==> config.mk <==
export PLATFORM = sky130hd
export DESIGN_NAME = spirv_compute_module_check
export DESIGN_NICKNAME = d
export VERILOG_FILES = /design/src/rtl/core/scmc_pkg.sv /design/src/rtl/core/spirv_compute_module_check.sv /design/src/rtl/core/scmc_ctrl.sv /design/src/rtl/core/scmc_datapath.sv
export SDC_FILE = /design/constraint.sdc
export NUM_CORES = 2
export LEC_CHECK = 0
export BUFFER_PORTS_ARGS = -buffer_cell sky130_fd_sc_hd__buf_2
export CAP_MARGIN = 10
export CORE_MARGIN = 2
export CORE_UTILIZATION = 63
export DETAILED_ROUTE_END_ITERATION = 8
export HOLD_SLACK_MARGIN = 0.15
export MAX_ROUTING_LAYER = met4
export PLACE_DENSITY = 0.89
export SLEW_MARGIN = 40
export SYNTH_ARGS = -nofsm -noshare
export SYNTH_HDL_FRONTEND = slang
export SYNTH_SLANG_ARGS = --single-unit
==> constraint.sdc <==
create_clock -name clk -period 9.05 [get_ports clk]
set_input_delay 0.4525 -clock clk [delete_from_list [all_inputs] [get_ports clk]]
set_output_delay 0.4525 -clock clk [all_outputs]
set_load 0.01 [all_outputs]
==> src/rtl/core/scmc_pkg.sv <==
// ---------------------------------------------------------------------------
// scmc_pkg: shared types and constants for the compute module check
// Opcodes, error codes, register indexes, command bundle and FNV-1a step.
// ---------------------------------------------------------------------------
package scmc_pkg;

    localparam int NAME_BYTES_DEF = 16;

    localparam logic [31:0] SPV_MAGIC       = 32'h0723_0203;
    localparam logic [15:0] OP_ENTRY        = 16'd15;
    localparam logic [15:0] OP_MODE         = 16'd16;
    localparam logic [31:0] MODEL_GLCOMPUTE = 32'd5;
    localparam logic [31:0] MODE_LOCAL_SIZE = 32'd17;
    localparam logic [2:0]  HEADER_WORDS    = 3'd5;
    localparam logic [63:0] FNV_BASIS       = 64'hcbf2_9ce4_8422_2325;

    typedef enum logic [2:0] {
        ERR_NONE     = 3'd0,
        ERR_SHAPE    = 3'd1,
        ERR_MAGIC    = 3'd2,
        ERR_LENGTH   = 3'd3,
        ERR_NO_ENTRY = 3'd4,
        ERR_NO_SIZE  = 3'd5,
        ERR_MISMATCH = 3'd6
    } err_t;

    typedef enum logic [2:0] {
        REG_NAME_LOW  = 3'd0,
        REG_NAME_HIGH = 3'd1,
        REG_SIZE_X    = 3'd2,
        REG_SIZE_Y    = 3'd3,
        REG_SIZE_Z    = 3'd4
    } reg_idx_t;

    typedef struct packed {
        logic       accept;
        logic       step;
        logic [1:0] byte_sel;
        logic       load;
    } scmc_cmd_t;

    // One FNV-1a byte step; the prime 2^40 + 0x1b3 is applied as shifts and adds.
    function automatic logic [63:0] fnv_step(input logic [63:0] h, input logic [7:0] b);
        logic [63:0] t;
        t = h ^ {56'd0, b};
        return (t << 40) + (t << 8) + (t << 7) + (t << 5) + (t << 4) + (t << 1) + t;
    endfunction

endpackage

==> src/rtl/core/spirv_compute_module_check.sv <==
// ---------------------------------------------------------------------------
// spirv_compute_module_check: SPIR-V compute entry point check with FNV-1a 64
// Walks a module word by word, matches the configured entry point and its
// LocalSize, and hashes every byte of the module.
// ---------------------------------------------------------------------------
// Usage:
//   Input channel: one module word per beat (module_word, last_word), taken
//   when in_valid is high and in_stall low. Mark the final word with last_word.
//   Output channel: one result beat per module, on out_valid / out_stall; the
//   payload holds steady while stalled.
//   Configuration: write name and group size registers through cfg_write,
//   cfg_index and cfg_data while no module is in flight.
// Timing:
//   The FNV-1a unit steps one byte per cycle, the first byte in the accept
//   cycle, and in_stall stays high until all four bytes are hashed. After
//   the last word the sequencer waits in S_FINISH for a free output register,
//   then loads the result, which appears registered on out_valid.
//   A waiting result does not block the next word until the next module's
//   last word is hashed; then that result waits for the register to drain.
// Reset:
//   Clears the stream state, the hash to its offset basis, the name to zero
//   and the group sizes to one. Configuration survives the end of a module.
// ---------------------------------------------------------------------------
module spirv_compute_module_check
    import scmc_pkg::*;
#(
    parameter int NAME_BYTES = NAME_BYTES_DEF
)
(
    input  logic        clk,
    input  logic        rst_n,
    input  logic        cfg_write,
    input  logic [2:0]  cfg_index,
    input  logic [63:0] cfg_data,
    input  logic        in_valid,
    output logic        in_stall,
    input  logic [31:0] module_word,
    input  logic        last_word,
    output logic        out_valid,
    input  logic        out_stall,
    output logic        module_ok,
    output logic [2:0]  error_code,
    output logic [31:0] found_size_x,
    output logic [31:0] found_size_y,
    output logic [31:0] found_size_z,
    output logic [63:0] module_hash
);

    scmc_cmd_t cmd;

    // Sequencer: accept, hash steps, result load
    scmc_ctrl u_ctrl (
        .clk       (clk),
        .rst_n     (rst_n),
        .in_valid  (in_valid),
        .in_stall  (in_stall),
        .last_word (last_word),
        .out_valid (out_valid),
        .out_stall (out_stall),
        .cmd       (cmd)
    );

    // Walk, match, hash and result register
    scmc_datapath #(
        .NAME_BYTES (NAME_BYTES)
    ) u_datapath (
        .clk          (clk),
        .rst_n        (rst_n),
        .cfg_write    (cfg_write),
        .cfg_index    (cfg_index),
        .cfg_data     (cfg_data),
        .module_word  (module_word),
        .last_word    (last_word),
        .cmd          (cmd),
        .module_ok    (module_ok),
        .error_code   (error_code),
        .found_size_x (found_size_x),
        .found_size_y (found_size_y),
        .found_size_z (found_size_z),
        .module_hash  (module_hash)
    );

endmodule

==> src/rtl/core/scmc_ctrl.sv <==
// ---------------------------------------------------------------------------
// scmc_ctrl: sequencer for the compute module check
// Takes a beat, steps the hash over the remaining bytes, and after the last word loads the result.
// ---------------------------------------------------------------------------
module scmc_ctrl
    import scmc_pkg::*;
(
    input  logic      clk,
    input  logic      rst_n,
    input  logic      in_valid,
    output logic      in_stall,
    input  logic      last_word,
    output logic      out_valid,
    input  logic      out_stall,
    output scmc_cmd_t cmd
);

    typedef enum logic [2:0] {
        S_IDLE   = 3'b001,
        S_HASH   = 3'b010,
        S_FINISH = 3'b100
    } state_t;

    state_t     state_reg, state_next;
    logic [1:0] cnt_reg, cnt_next;
    logic       last_reg, last_next;
    logic       out_valid_reg, out_valid_next;
    logic       out_free;

    assign in_stall  = (state_reg != S_IDLE);
    assign out_valid = out_valid_reg;
    assign out_free  = !out_valid_reg || !out_stall;

    always_comb
    begin
        cmd        = '0;
        state_next = state_reg;
        cnt_next   = cnt_reg;
        last_next  = last_reg;
        case (state_reg)
            S_IDLE:
            begin
                if (in_valid)
                begin
                    cmd.accept = 1'b1;
                    cnt_next   = 2'd1;
                    last_next  = last_word;
                    state_next = S_HASH;
                end
            end
            S_HASH:
            begin
                cmd.step     = 1'b1;
                cmd.byte_sel = cnt_reg;
                cnt_next     = cnt_reg + 2'd1;
                if (cnt_reg == 2'd3)
                begin
                    state_next = last_reg ? S_FINISH : S_IDLE;
                end
            end
            S_FINISH:
            begin
                if (out_free)
                begin
                    cmd.load   = 1'b1;
                    state_next = S_IDLE;
                end
            end
            default:
            begin
                state_next = S_IDLE;
            end
        endcase
    end

    always_comb
    begin
        if (cmd.load)
        begin
            out_valid_next = 1'b1;
        end
        else if (out_valid_reg && !out_stall)
        begin
            out_valid_next = 1'b0;
        end
        else
        begin
            out_valid_next = out_valid_reg;
        end
    end

    always_ff @(posedge clk or negedge rst_n)
    begin
        if (!rst_n)
        begin
            state_reg     <= S_IDLE;
            cnt_reg       <= 2'd0;
            last_reg      <= 1'b0;
            out_valid_reg <= 1'b0;
        end
        else
        begin
            state_reg     <= state_next;
            cnt_reg       <= cnt_next;
            last_reg      <= last_next;
            out_valid_reg <= out_valid_next;
        end
    end

`ifndef SYNTHESIS
    a_load_free: assert property (@(posedge clk) disable iff (!rst_n)
        cmd.load |-> (!out_valid_reg || !out_stall))
        else $error("result loaded over an untaken beat");
    a_busy_after_accept: assert property (@(posedge clk) disable iff (!rst_n)
        cmd.accept |=> in_stall)
        else $error("input not held off while hashing");
    a_finish_only_last: assert property (@(posedge clk) disable iff (!rst_n)
        (state_reg == S_FINISH) |-> last_reg)
        else $error("finish reached without a last word");
`endif

endmodule

==> src/rtl/core/scmc_datapath.sv <==
// ---------------------------------------------------------------------------
// scmc_datapath: instruction walk, entry match, hash and result register
// Holds configuration, stream state and the output payload.
// ---------------------------------------------------------------------------
module scmc_datapath
    import scmc_pkg::*;
#(
    parameter int NAME_BYTES = NAME_BYTES_DEF
)
(
    input  logic        clk,
    input  logic        rst_n,
    input  logic        cfg_write,
    input  logic [2:0]  cfg_index,
    input  logic [63:0] cfg_data,
    input  logic [31:0] module_word,
    input  logic        last_word,
    input  scmc_cmd_t   cmd,
    output logic        module_ok,
    output logic [2:0]  error_code,
    output logic [31:0] found_size_x,
    output logic [31:0] found_size_y,
    output logic [31:0] found_size_z,
    output logic [63:0] module_hash
);

    // Bytes at NAME_BYTES-1 and above always compare as zero.
    localparam int NB = NAME_BYTES - 1;
    localparam int IW = $clog2(NB);

    logic [NB-1:0][7:0] name_reg;
    logic [31:0]        gx_reg, gy_reg, gz_reg;

    logic [2:0]  wi_reg, wi_next;
    logic [15:0] wl_reg, wl_next;
    logic [15:0] pos_reg, pos_next;
    logic [15:0] len_reg, len_next;
    logic        c_entry_reg, c_entry_next;
    logic        c_ended_reg, c_ended_next;
    logic        c_mode_reg, c_mode_next;
    logic [31:0] ptid_reg, ptid_next;
    logic [31:0] ps_reg [3];
    logic [31:0] ps_next [3];
    logic        ef_reg, ef_next;
    logic [31:0] eid_reg, eid_next;
    logic        sf_reg, sf_next;
    logic [31:0] cs_reg [3];
    logic [31:0] cs_next [3];
    err_t        fe_reg, fe_next;
    logic [63:0] hash_reg;
    logic [31:0] word_reg;

    function automatic logic [7:0] pick(input logic [NB-1:0][7:0] nm, input logic [17:0] idx);
        logic [7:0] r;
        r = 8'd0;
        if (idx < 18'(NB))
        begin
            r = nm[idx[IW-1:0]];
        end
        return r;
    endfunction

    // Configuration
    for (genvar k = 0; k < NB; k++)
    begin : g_name
        if (k < 8)
        begin : g_low
            always_ff @(posedge clk or negedge rst_n)
            begin
                if (!rst_n)
                begin
                    name_reg[k] <= 8'd0;
                end
                else if (cfg_write && cfg_index == REG_NAME_LOW)
                begin
                    name_reg[k] <= cfg_data[8*k +: 8];
                end
            end
        end
        else
        begin : g_high
            always_ff @(posedge clk or negedge rst_n)
            begin
                if (!rst_n)
                begin
                    name_reg[k] <= 8'd0;
                end
                else if (cfg_write && cfg_index == REG_NAME_HIGH)
                begin
                    name_reg[k] <= cfg_data[8*(k-8) +: 8];
                end
            end
        end
    end

    always_ff @(posedge clk or negedge rst_n)
    begin
        if (!rst_n)
        begin
            gx_reg <= 32'd1;
            gy_reg <= 32'd1;
            gz_reg <= 32'd1;
        end
        else if (cfg_write)
        begin
            if (cfg_index == REG_SIZE_X) gx_reg <= cfg_data[31:0];
            if (cfg_index == REG_SIZE_Y) gy_reg <= cfg_data[31:0];
            if (cfg_index == REG_SIZE_Z) gz_reg <= cfg_data[31:0];
        end
    end

    // Walk one word
    always_comb
    begin
        logic        skip;
        logic        done;
        logic [17:0] base;
        logic [7:0]  c;
        wi_next      = wi_reg;
        wl_next      = wl_reg;
        pos_next     = pos_reg;
        len_next     = len_reg;
        c_entry_next = c_entry_reg;
        c_ended_next = c_ended_reg;
        c_mode_next  = c_mode_reg;
        ptid_next    = ptid_reg;
        ps_next      = ps_reg;
        ef_next      = ef_reg;
        eid_next     = eid_reg;
        sf_next      = sf_reg;
        cs_next      = cs_reg;
        fe_next      = fe_reg;
        skip         = 1'b1;
        done         = 1'b0;
        base         = 18'd0;
        c            = 8'd0;

        if (fe_reg == ERR_NONE)
        begin
            if (wi_reg == 3'd0)
            begin
                if (module_word != SPV_MAGIC) fe_next = ERR_MAGIC;
            end
            else if (wi_reg >= HEADER_WORDS)
            begin
                skip = 1'b0;
                if (wl_reg == 16'd0)
                begin
                    if (module_word[31:16] == 16'd0)
                    begin
                        fe_next = ERR_LENGTH;
                        skip    = 1'b1;
                    end
                    else
                    begin
                        len_next     = module_word[31:16];
                        pos_next     = 16'd0;
                        wl_next      = module_word[31:16] - 16'd1;
                        c_entry_next = (module_word[15:0] == OP_ENTRY)
                                       && (module_word[31:16] >= 16'd4);
                        c_mode_next  = (module_word[15:0] == OP_MODE)
                                       && (module_word[31:16] == 16'd6);
                        c_ended_next = 1'b0;
                    end
                end
                else
                begin
                    pos_next = pos_reg + 16'd1;
                    wl_next  = wl_reg - 16'd1;
                    if (c_entry_next)
                    begin
                        if (pos_next == 16'd1)
                        begin
                            if (module_word != MODEL_GLCOMPUTE) c_entry_next = 1'b0;
                        end
                        else if (pos_next == 16'd2)
                        begin
                            ptid_next = module_word;
                        end
                        else if (!c_ended_next)
                        begin
                            base = (18'(pos_next) - 18'd3) << 2;
                            for (int b = 0; b < 4; b++)
                            begin
                                c = module_word[8*b +: 8];
                                if (!done)
                                begin
                                    if (c != pick(name_reg, base + 18'(b)))
                                    begin
                                        c_entry_next = 1'b0;
                                        done         = 1'b1;
                                    end
                                    else if (c == 8'd0)
                                    begin
                                        c_ended_next = 1'b1;
                                        done         = 1'b1;
                                    end
                                end
                            end
                        end
                    end
                    if (c_mode_next)
                    begin
                        case (pos_next)
                            16'd1: ptid_next = module_word;
                            16'd2: if (module_word != MODE_LOCAL_SIZE) c_mode_next = 1'b0;
                            16'd3: ps_next[0] = module_word;
                            16'd4: ps_next[1] = module_word;
                            16'd5: ps_next[2] = module_word;
                            default: ;
                        endcase
                    end
                end
            end
        end

        if (!skip && wl_next == 16'd0)
        begin
            if (c_entry_next && (c_ended_next
                || pick(name_reg, (18'(len_next) - 18'd3) << 2) == 8'd0))
            begin
                ef_next  = 1'b1;
                eid_next = ptid_next;
            end
            if (c_mode_next && ef_next && ptid_next == eid_next)
            begin
                cs_next = ps_next;
                sf_next = 1'b1;
            end
        end

        if (last_word)
        begin
            if (fe_next == ERR_NONE)
            begin
                if (wi_reg < 3'd4) fe_next = ERR_MAGIC;
                else if (wl_next != 16'd0) fe_next = ERR_LENGTH;
            end
        end
        else if (wi_reg != HEADER_WORDS)
        begin
            wi_next = wi_reg + 3'd1;
        end
    end

    always_ff @(posedge clk or negedge rst_n)
    begin
        if (!rst_n)
        begin
            wi_reg      <= 3'd0;
            wl_reg      <= 16'd0;
            pos_reg     <= 16'd0;
            len_reg     <= 16'd0;
            c_entry_reg <= 1'b0;
            c_ended_reg <= 1'b0;
            c_mode_reg  <= 1'b0;
            ptid_reg    <= 32'd0;
            ps_reg      <= '{default: 32'd0};
            ef_reg      <= 1'b0;
            eid_reg     <= 32'd0;
            sf_reg      <= 1'b0;
            cs_reg      <= '{default: 32'd0};
            fe_reg      <= ERR_NONE;
            hash_reg    <= FNV_BASIS;
        end
        else if (cmd.load)
        begin
            wi_reg      <= 3'd0;
            wl_reg      <= 16'd0;
            pos_reg     <= 16'd0;
            len_reg     <= 16'd0;
            c_entry_reg <= 1'b0;
            c_ended_reg <= 1'b0;
            c_mode_reg  <= 1'b0;
            ptid_reg    <= 32'd0;
            ps_reg      <= '{default: 32'd0};
            ef_reg      <= 1'b0;
            eid_reg     <= 32'd0;
            sf_reg      <= 1'b0;
            cs_reg      <= '{default: 32'd0};
            fe_reg      <= ERR_NONE;
            hash_reg    <= FNV_BASIS;
        end
        else if (cmd.accept)
        begin
            wi_reg      <= wi_next;
            wl_reg      <= wl_next;
            pos_reg     <= pos_next;
            len_reg     <= len_next;
            c_entry_reg <= c_entry_next;
            c_ended_reg <= c_ended_next;
            c_mode_reg  <= c_mode_next;
            ptid_reg    <= ptid_next;
            ps_reg      <= ps_next;
            ef_reg      <= ef_next;
            eid_reg     <= eid_next;
            sf_reg      <= sf_next;
            cs_reg      <= cs_next;
            fe_reg      <= fe_next;
            hash_reg    <= fnv_step(hash_reg, module_word[7:0]);
        end
        else if (cmd.step)
        begin
            hash_reg <= fnv_step(hash_reg, word_reg[8*cmd.byte_sel +: 8]);
        end
    end

    always_ff @(posedge clk)
    begin
        if (cmd.accept)
        begin
            word_reg <= module_word;
        end
    end

    // Result
    logic shape_bad;
    err_t err;

    always_comb
    begin
        shape_bad = (gx_reg == 32'd0) || (gy_reg == 32'd0) || (gz_reg == 32'd0)
                    || (name_reg[0] == 8'd0);
        if (shape_bad) err = ERR_SHAPE;
        else if (fe_reg != ERR_NONE) err = fe_reg;
        else if (!ef_reg) err = ERR_NO_ENTRY;
        else if (!sf_reg) err = ERR_NO_SIZE;
        else if (cs_reg[0] != gx_reg || cs_reg[1] != gy_reg || cs_reg[2] != gz_reg)
            err = ERR_MISMATCH;
        else err = ERR_NONE;
    end

    always_ff @(posedge clk)
    begin
        if (cmd.load)
        begin
            module_ok    <= (err == ERR_NONE);
            error_code   <= err;
            found_size_x <= (!shape_bad && sf_reg) ? cs_reg[0] : 32'd0;
            found_size_y <= (!shape_bad && sf_reg) ? cs_reg[1] : 32'd0;
            found_size_z <= (!shape_bad && sf_reg) ? cs_reg[2] : 32'd0;
            module_hash  <= (err == ERR_NONE) ? hash_reg : 64'd0;
        end
    end

`ifndef SYNTHESIS
    a_first_error_kept: assert property (@(posedge clk) disable iff (!rst_n)
        (fe_reg != ERR_NONE && !cmd.load) |=> (fe_reg == $past(fe_reg)))
        else $error("first error overwritten");
`endif

endmodule

* After elaboration in Yosys (flattened, before gate mapping)
Index checks and enable logic that the tools add are counted.
W data, S select, Z words.
** Operators by class
- $add $sub $neg :: 22
- $lt $le $gt $ge :: 13
- Equal/unequal tests :: 35
- Shifts and indexed selects :: 1
- Mux-type cells :: 236
- Bitwise logic cells :: 2
- Reductions and logical operators :: 59
** Operators by type and width (count)
- $mux W96 :: 11
- $add A64 B64 Y64 :: 12
- $mux W32 :: 19
- $mux W8 :: 46
- $mux W16 :: 21
- $mux W64 :: 3
- $xor A64 B8 Y64 :: 2
- $mux W1 :: 102
- $bmux W8 S4 :: 3
- $logic_not A32 Y1 :: 3
- $ne A32 B32 Y1 :: 3
- $lt A18 B4 Y1 const B :: 5
- $mux W3 :: 26
- $eq A16 B3 Y1 const B :: 3
- $logic_not A16 Y1 :: 3
- $logic_not A8 Y1 :: 6
- $add A18 B2 Y18 const B :: 2
- $bmux W8 S2 :: 2
- $eq A16 B2 Y1 const B :: 2
- $eq A32 B32 Y1 :: 1
- $ne A32 B27 Y1 const B :: 1
- $ne A32 B3 Y1 const B :: 1
- $ne A32 B5 Y1 const B :: 1
- $ne A8 B8 Y1 :: 4
- other kinds (35) :: 86
** Word-level totals
- Register bits after elaboration :: 798
- Input port bits :: 105
- Output and inout port bits :: 166

* Logic depth before layout (Yosys ltp)
- Word-level depth :: 93
- Depth in mapped cells :: 28

* By module
Synthesis repeated with hierarchy kept, for this count alone.
** Unflattened totals
- Cells, all modules :: 5318
- Area total of the unflattened synthesis :: 54046.8 um^2
** Modules (own cells, without submodules)
- scmc_datapath :: times used 1, cells an instance 5285, area each 53669.0 um^2, sequential area each 20813.7 um^2
- scmc_ctrl :: times used 1, cells an instance 33, area each 377.9 um^2, sequential area each 176.4 um^2

* Worst setup path after synthesis
Ideal clock, no wire load.
- Path kind :: reg2reg
- Start :: register u_ctrl.state_reg[1]
- End :: register u_datapath.error_code[0], enable pin
- Setup time :: 0.592 ns
- Arrival time :: 6.436 ns
- Data required time :: 8.458 ns
- Slack :: 2.021 ns
- Cell stages (with the launch flop) :: 8
- Buffers on the path :: 4
- Clock period less this slack :: 7.029 ns
- Path through :: dfrtp_1 > or3b_2 > nand2b_1 > clkbuf_1 > inv_1 > clkbuf_1 > clkbuf_1 > clkbuf_1
** RTL lines
- from (decl) :: line scmc_ctrl.sv:24 : state_t state_reg, state_next;
- from (signal assigned) :: line scmc_ctrl.sv:103 : state_reg <= state_next;
- to (signal assigned) :: line scmc_datapath.sv:338 : error_code <= err;
- to (decl) :: line scmc_datapath.sv:20 : output logic [2:0] error_code,

* Worst setup path after layout
- Start :: register u_ctrl.state_reg[2]
- End :: register u_datapath.hash_reg[63]
** Between the ends
- Longest elaborated chain between the ends :: 13
- Elaborated cells between the ends (all ways) :: 18
- Classes of those cells :: add/sub: 6; eq/ne: 3; shift: 1; mux: 6; bitwise: 1; reduce/logical: 1
** RTL lines
- $eq A3 B2 Y1 :: line scmc_ctrl.sv:40 : case (state_reg)
- $mux W3 :: line scmc_ctrl.sv:40
- $shiftx A32 B6 Y8 :: line scmc_datapath.sv:304 : hash_reg <= fnv_step(hash_reg, word_reg[8*cmd.byte_sel +: 8]);
- $xor A64 B8 Y64 :: line scmc_pkg.sv:45 : t = h ^ {56'd0, b};
- $add A64 B64 Y64 (6 in series) :: line scmc_pkg.sv:46 : return (t << 40) + (t << 8) + (t << 7) + (t << 5) + (t << 4) + (t << 1) + t;
- $mux W64 :: line scmc_datapath.sv:302 : else if (cmd.step)
- $mux W64 :: line scmc_datapath.sv:284 : else if (cmd.accept)
- $mux W64 :: line scmc_datapath.sv:266 : else if (cmd.load)
- to (signal assigned) :: line scmc_datapath.sv:300 : hash_reg <= fnv_step(hash_reg, module_word[7:0]);
- to (signal assigned) :: line scmc_datapath.sv:304
- to (decl) :: line scmc_datapath.sv:50 : logic [63:0] hash_reg;
Several ways; a longest one is shown, not always the timed one. The select of a mux whose other input is x is not followed.
A chain may end at the register's enable or synchronous reset.

==> summary.txt <==
Outcome
  • Status: completed

Detailed routing
  • Vias per std cell: 6.761
  • DR pass1 iterations: 8
  • # DRC: 0
  • Drt first-iter violations: 5484
  • Final ANT Viol Nets: 0
  • Via Count: 43.31k
  • WL/cell: 27.08 um
  • Routed WL: 173400 um

Setup path
  • Worst Path Required: 9.63 ns
  • Crit path buffers/inverters: 4
  • CP max stage delay: 0.67 ns
  • Crit path max-delay family: compound AO/OA/AOI/OAI gates
  • Critical Path End Type: flop
  • Crit Path Category: flop to flop
  • Setup crit start kind: flop
  • Critical Path Slowest Stage Cell: o31ai_1
  • Crit path DAT: 8.91 ns
  • Max FO, Critical Path: 18

Placed design
  • PortBufs: 270
  • Placed Area: 55120 um^2
  • Routability congestion estimate: 1.039
  • Detail Placement HPWL: 117700 um

Run
  • Max cap viols: 0

Clock network
  • CTS hold repair buffers: 39
  • CTS-repair resized insts: 0
  • H-tree Lvls: 3
  • Sink Count: 798
  • CTS tree: built
  • Worst-path clk slew: 0.07 ns
  • Total CTS buffers: 84
  • Post-CTS Setup Inserts: 0
  • Clock Path Buffers: 3
  • Clk Latency, worst-skew pair: 0.70 ns
  • CTS Root Cell: clkbuf_16

GRT
  • GRT Overall Usage: 41.31%
  • Met2 usage: 62.83%
  • Gr ovfl total: 0
  • GR Util met3: 9.917%
  • Largest net degree at the start of global routing: 137
  • Gr busiest metal: met2
  • First-pass GRT wire length: 259800 um
  • Met1 Track Usage GR: 48.37%
  • Vias in the first global route: 43.33k
  • Initial antenna violation count: 10

STA
  • Worst Skew: 0.05609 ns
  • Crit share post-route: 92.03%
  • Max Fclk: 120.1 MHz
  • Final Max Slew Viols: 0
  • Final Hold Viols: 0
  • Setup TNS: 0 ns
  • Tmin final: 8.329 ns
  • Setup Viol. Count Final: 0
  • Slew at the pin closest to its max-slew limit: 0.9051 ns
  • Slew margin rel.: 39.66%
  • RSZ-0062 raised after global routing: no

Synth
  • Mean Syn Cell Area: 10.41 um^2
  • Yosys warning total: 0
  • Library cells used by synthesis: 90
  • Cell Area, Synth: 52900 um^2
  • Async S/R FF share, synth: 75.44%
  • Post-synthesis sequential area ratio: 39.68%
  • Syn Nets: 5690
  • Post-synth top flop: dfrtp_1
  • Seq cells post-synth: 798
  • Syn Inst Count: 5082
  • Post-synth EDFFs: 196

Floorplanning
  • Chip Width: 293.8 um
  • Starting density of the core: 63.41%
  • Chip height: 293.8 um
  • Num ports: 271
  • Die area: 86300 um^2
  • Num rows: 106
  • Placeable Area: 83420 um^2

Final layout
  • Total Nets Final: 5848
  • Area Overhead vs Synth: 10.88%
  • Cell area after layout: 58660 um^2
  • Layout cells sized above 1: 16.87%
  • Max reg flops: 120

Worst hold path
  • Hold/Removal Path Class: input port to flop
worst paths after layout:
path	startpoint	endpoint	slack (ns)	cells after the start
worst max-delay path	u_ctrl.state_reg[2]$_DFFE_PN0P_	u_datapath.hash_reg[63]$_DFFE_PN1P_	0.72	27
worst min-delay path	cfg_data[14]	u_datapath.name_reg[14]$_DFFE_PN0P_	0.15	2
worst max register to register	u_ctrl.state_reg[2]$_DFFE_PN0P_	u_datapath.hash_reg[63]$_DFFE_PN1P_	0.72	27
worst min register to register	u_datapath.ptid_reg[8]$_DFFE_PN0P_	u_datapath.ptid_reg[8]$_DFFE_PN0P_	0.49	2
max in group asynchronous	rst_n	u_datapath.pos_reg[0]$_DFFE_PN0P_	7.17	4
min in group asynchronous	rst_n	u_datapath.gz_reg[13]$_DFFE_PN0P_	0.37	2
per-layer routing:
metal	vias to the layer above	part of all wire [%]
met5	-	0
met4	0	8.8
met3	928	11
met2	3063	46
met1	21300	34
li1	18020	-
kinds of logic (layout without fill, tap and decap cells):
family	after synthesis	after routing	share of synthesized area (%)
AOI/OAI and AO/OA	902	902	10.95
xor gates and xnor gates	245	245	4.056
adders and majority gates	503	503	16.55
buffers and inverters	761	989	5.530
DFF	798	798	39.68
muxes	465	465	10.07
other	0	15	0
and+or+nand+nor	1408	1408	13.16
cell usage after synthesis, types with 12 or more instances:
| library cell | instances | share of area (%) |
|---|---|---|
| nand2_1 | 597 | 4.2 |
| dfrtp_1 | 570 | 27 |
| inv_1 | 451 | 3.2 |
| fa_1 | 328 | 12 |
| mux2_2 | 299 | 6.4 |
| a21oi_1 | 282 | 2.7 |
| clkbuf_1 | 263 | 1.9 |
| edfxtp_1 | 196 | 11 |
| ha_1 | 175 | 4.1 |
| o21ai_0 | 165 | 1.6 |
| xnor2_1 | 144 | 2.4 |
| mux2i_1 | 142 | 2.7 |
| and3_1 | 125 | 1.5 |
| nor2_1 | 123 | 0.87 |
| nand3_1 | 101 | 0.96 |
| xor2_1 | 101 | 1.7 |
| nor4_1 | 86 | 1.0 |
| and2_1 | 80 | 0.95 |
| nand4_1 | 79 | 0.93 |
| a21o_1 | 60 | 0.85 |
| nor3_1 | 58 | 0.55 |
| a211oi_1 | 55 | 0.78 |
| a31oi_1 | 51 | 0.60 |
| nand2b_1 | 41 | 0.48 |
| dfstp_2 | 32 | 1.6 |
| a22o_1 | 31 | 0.51 |
| o21a_1 | 31 | 0.44 |
| o21bai_1 | 28 | 0.40 |
| nor2b_1 | 25 | 0.30 |
| o22ai_1 | 25 | 0.30 |
| mux4_2 | 24 | 1.0 |
| buf_1 | 21 | 0.15 |
| o211ai_1 | 21 | 0.30 |
| or4_1 | 18 | 0.26 |
| or3_1 | 17 | 0.20 |
| a22oi_1 | 16 | 0.23 |
| buf_2 | 15 | 0.14 |
| o31ai_1 | 15 | 0.21 |
| o41ai_1 | 15 | 0.25 |
| a221oi_1 | 14 | 0.23 |
| a2111oi_0 | 12 | 0.20 |
placed cells by master (no fill, tap or decap), types with 21 or more instances in the layout:
| master | Yosys | layout |
|---|---|---|
| mux4_2 | 24 | 24 |
| buf_4 | 3 | 52 |
| inv_1 | 451 | 450 |
| edfxtp_1 | 196 | 196 |
| mux2_2 | 299 | 299 |
| and3_1 | 125 | 125 |
| a211oi_1 | 55 | 53 |
| clkbuf_16 | 0 | 84 |
| and2_1 | 80 | 79 |
| nor4_1 | 86 | 84 |
| nand2_1 | 597 | 596 |
| o21ai_0 | 165 | 165 |
| o211ai_1 | 21 | 21 |
| o21a_1 | 31 | 31 |
| a22o_1 | 31 | 31 |
| buf_2 | 15 | 269 |
| nand2b_1 | 41 | 40 |
| ha_1 | 175 | 175 |
| o22ai_1 | 25 | 25 |
| mux2i_1 | 142 | 142 |
| xor2_1 | 101 | 101 |
| a21o_1 | 60 | 60 |
| a21oi_1 | 282 | 280 |
| xnor2_1 | 144 | 144 |
| nor3_1 | 58 | 53 |
| nor2_1 | 123 | 116 |
| dfrtp_1 | 570 | 564 |
| nor2b_1 | 25 | 25 |
| fa_1 | 328 | 328 |
| dfstp_2 | 32 | 32 |
| dlygate4sd3_1 | 0 | 41 |
| nand4_1 | 79 | 79 |
| nand3_1 | 101 | 100 |
| a31oi_1 | 51 | 51 |
| o21bai_1 | 28 | 28 |
final cells by class:
class | count | area [um^2]
Antenna cell | 15 | 37.54
Clock buffer | 107 | 2262
Clock inverter | 49 | 744.5
Fill cell | 5743 | 24770
Inverter | 453 | 1709
Multi-Input combinational cell | 3523 | 29110
Sequential cell | 798 | 21000
Tap cell | 1080 | 1351
Timing Repair Buffer | 380 | 2445
through the flow:
stage               setup WS [ns]  std cells  utilization (%)  hold slack [ns]
finish                     0.7215       6405            70.31           0.1502
floorplan                   2.021       5082                -           0.1569
CTS                        0.9210       6386            70.15           0.1525
global placement            1.215       6187            65.92           0.4643
detailed placement          1.040       6191            66.08           0.4774
global route               0.2897       6402            70.30           0.1563
Power is left out: the tool's default activity adds up to more than one toggle a clock period on the data nets, which glitch-free logic cannot reach.
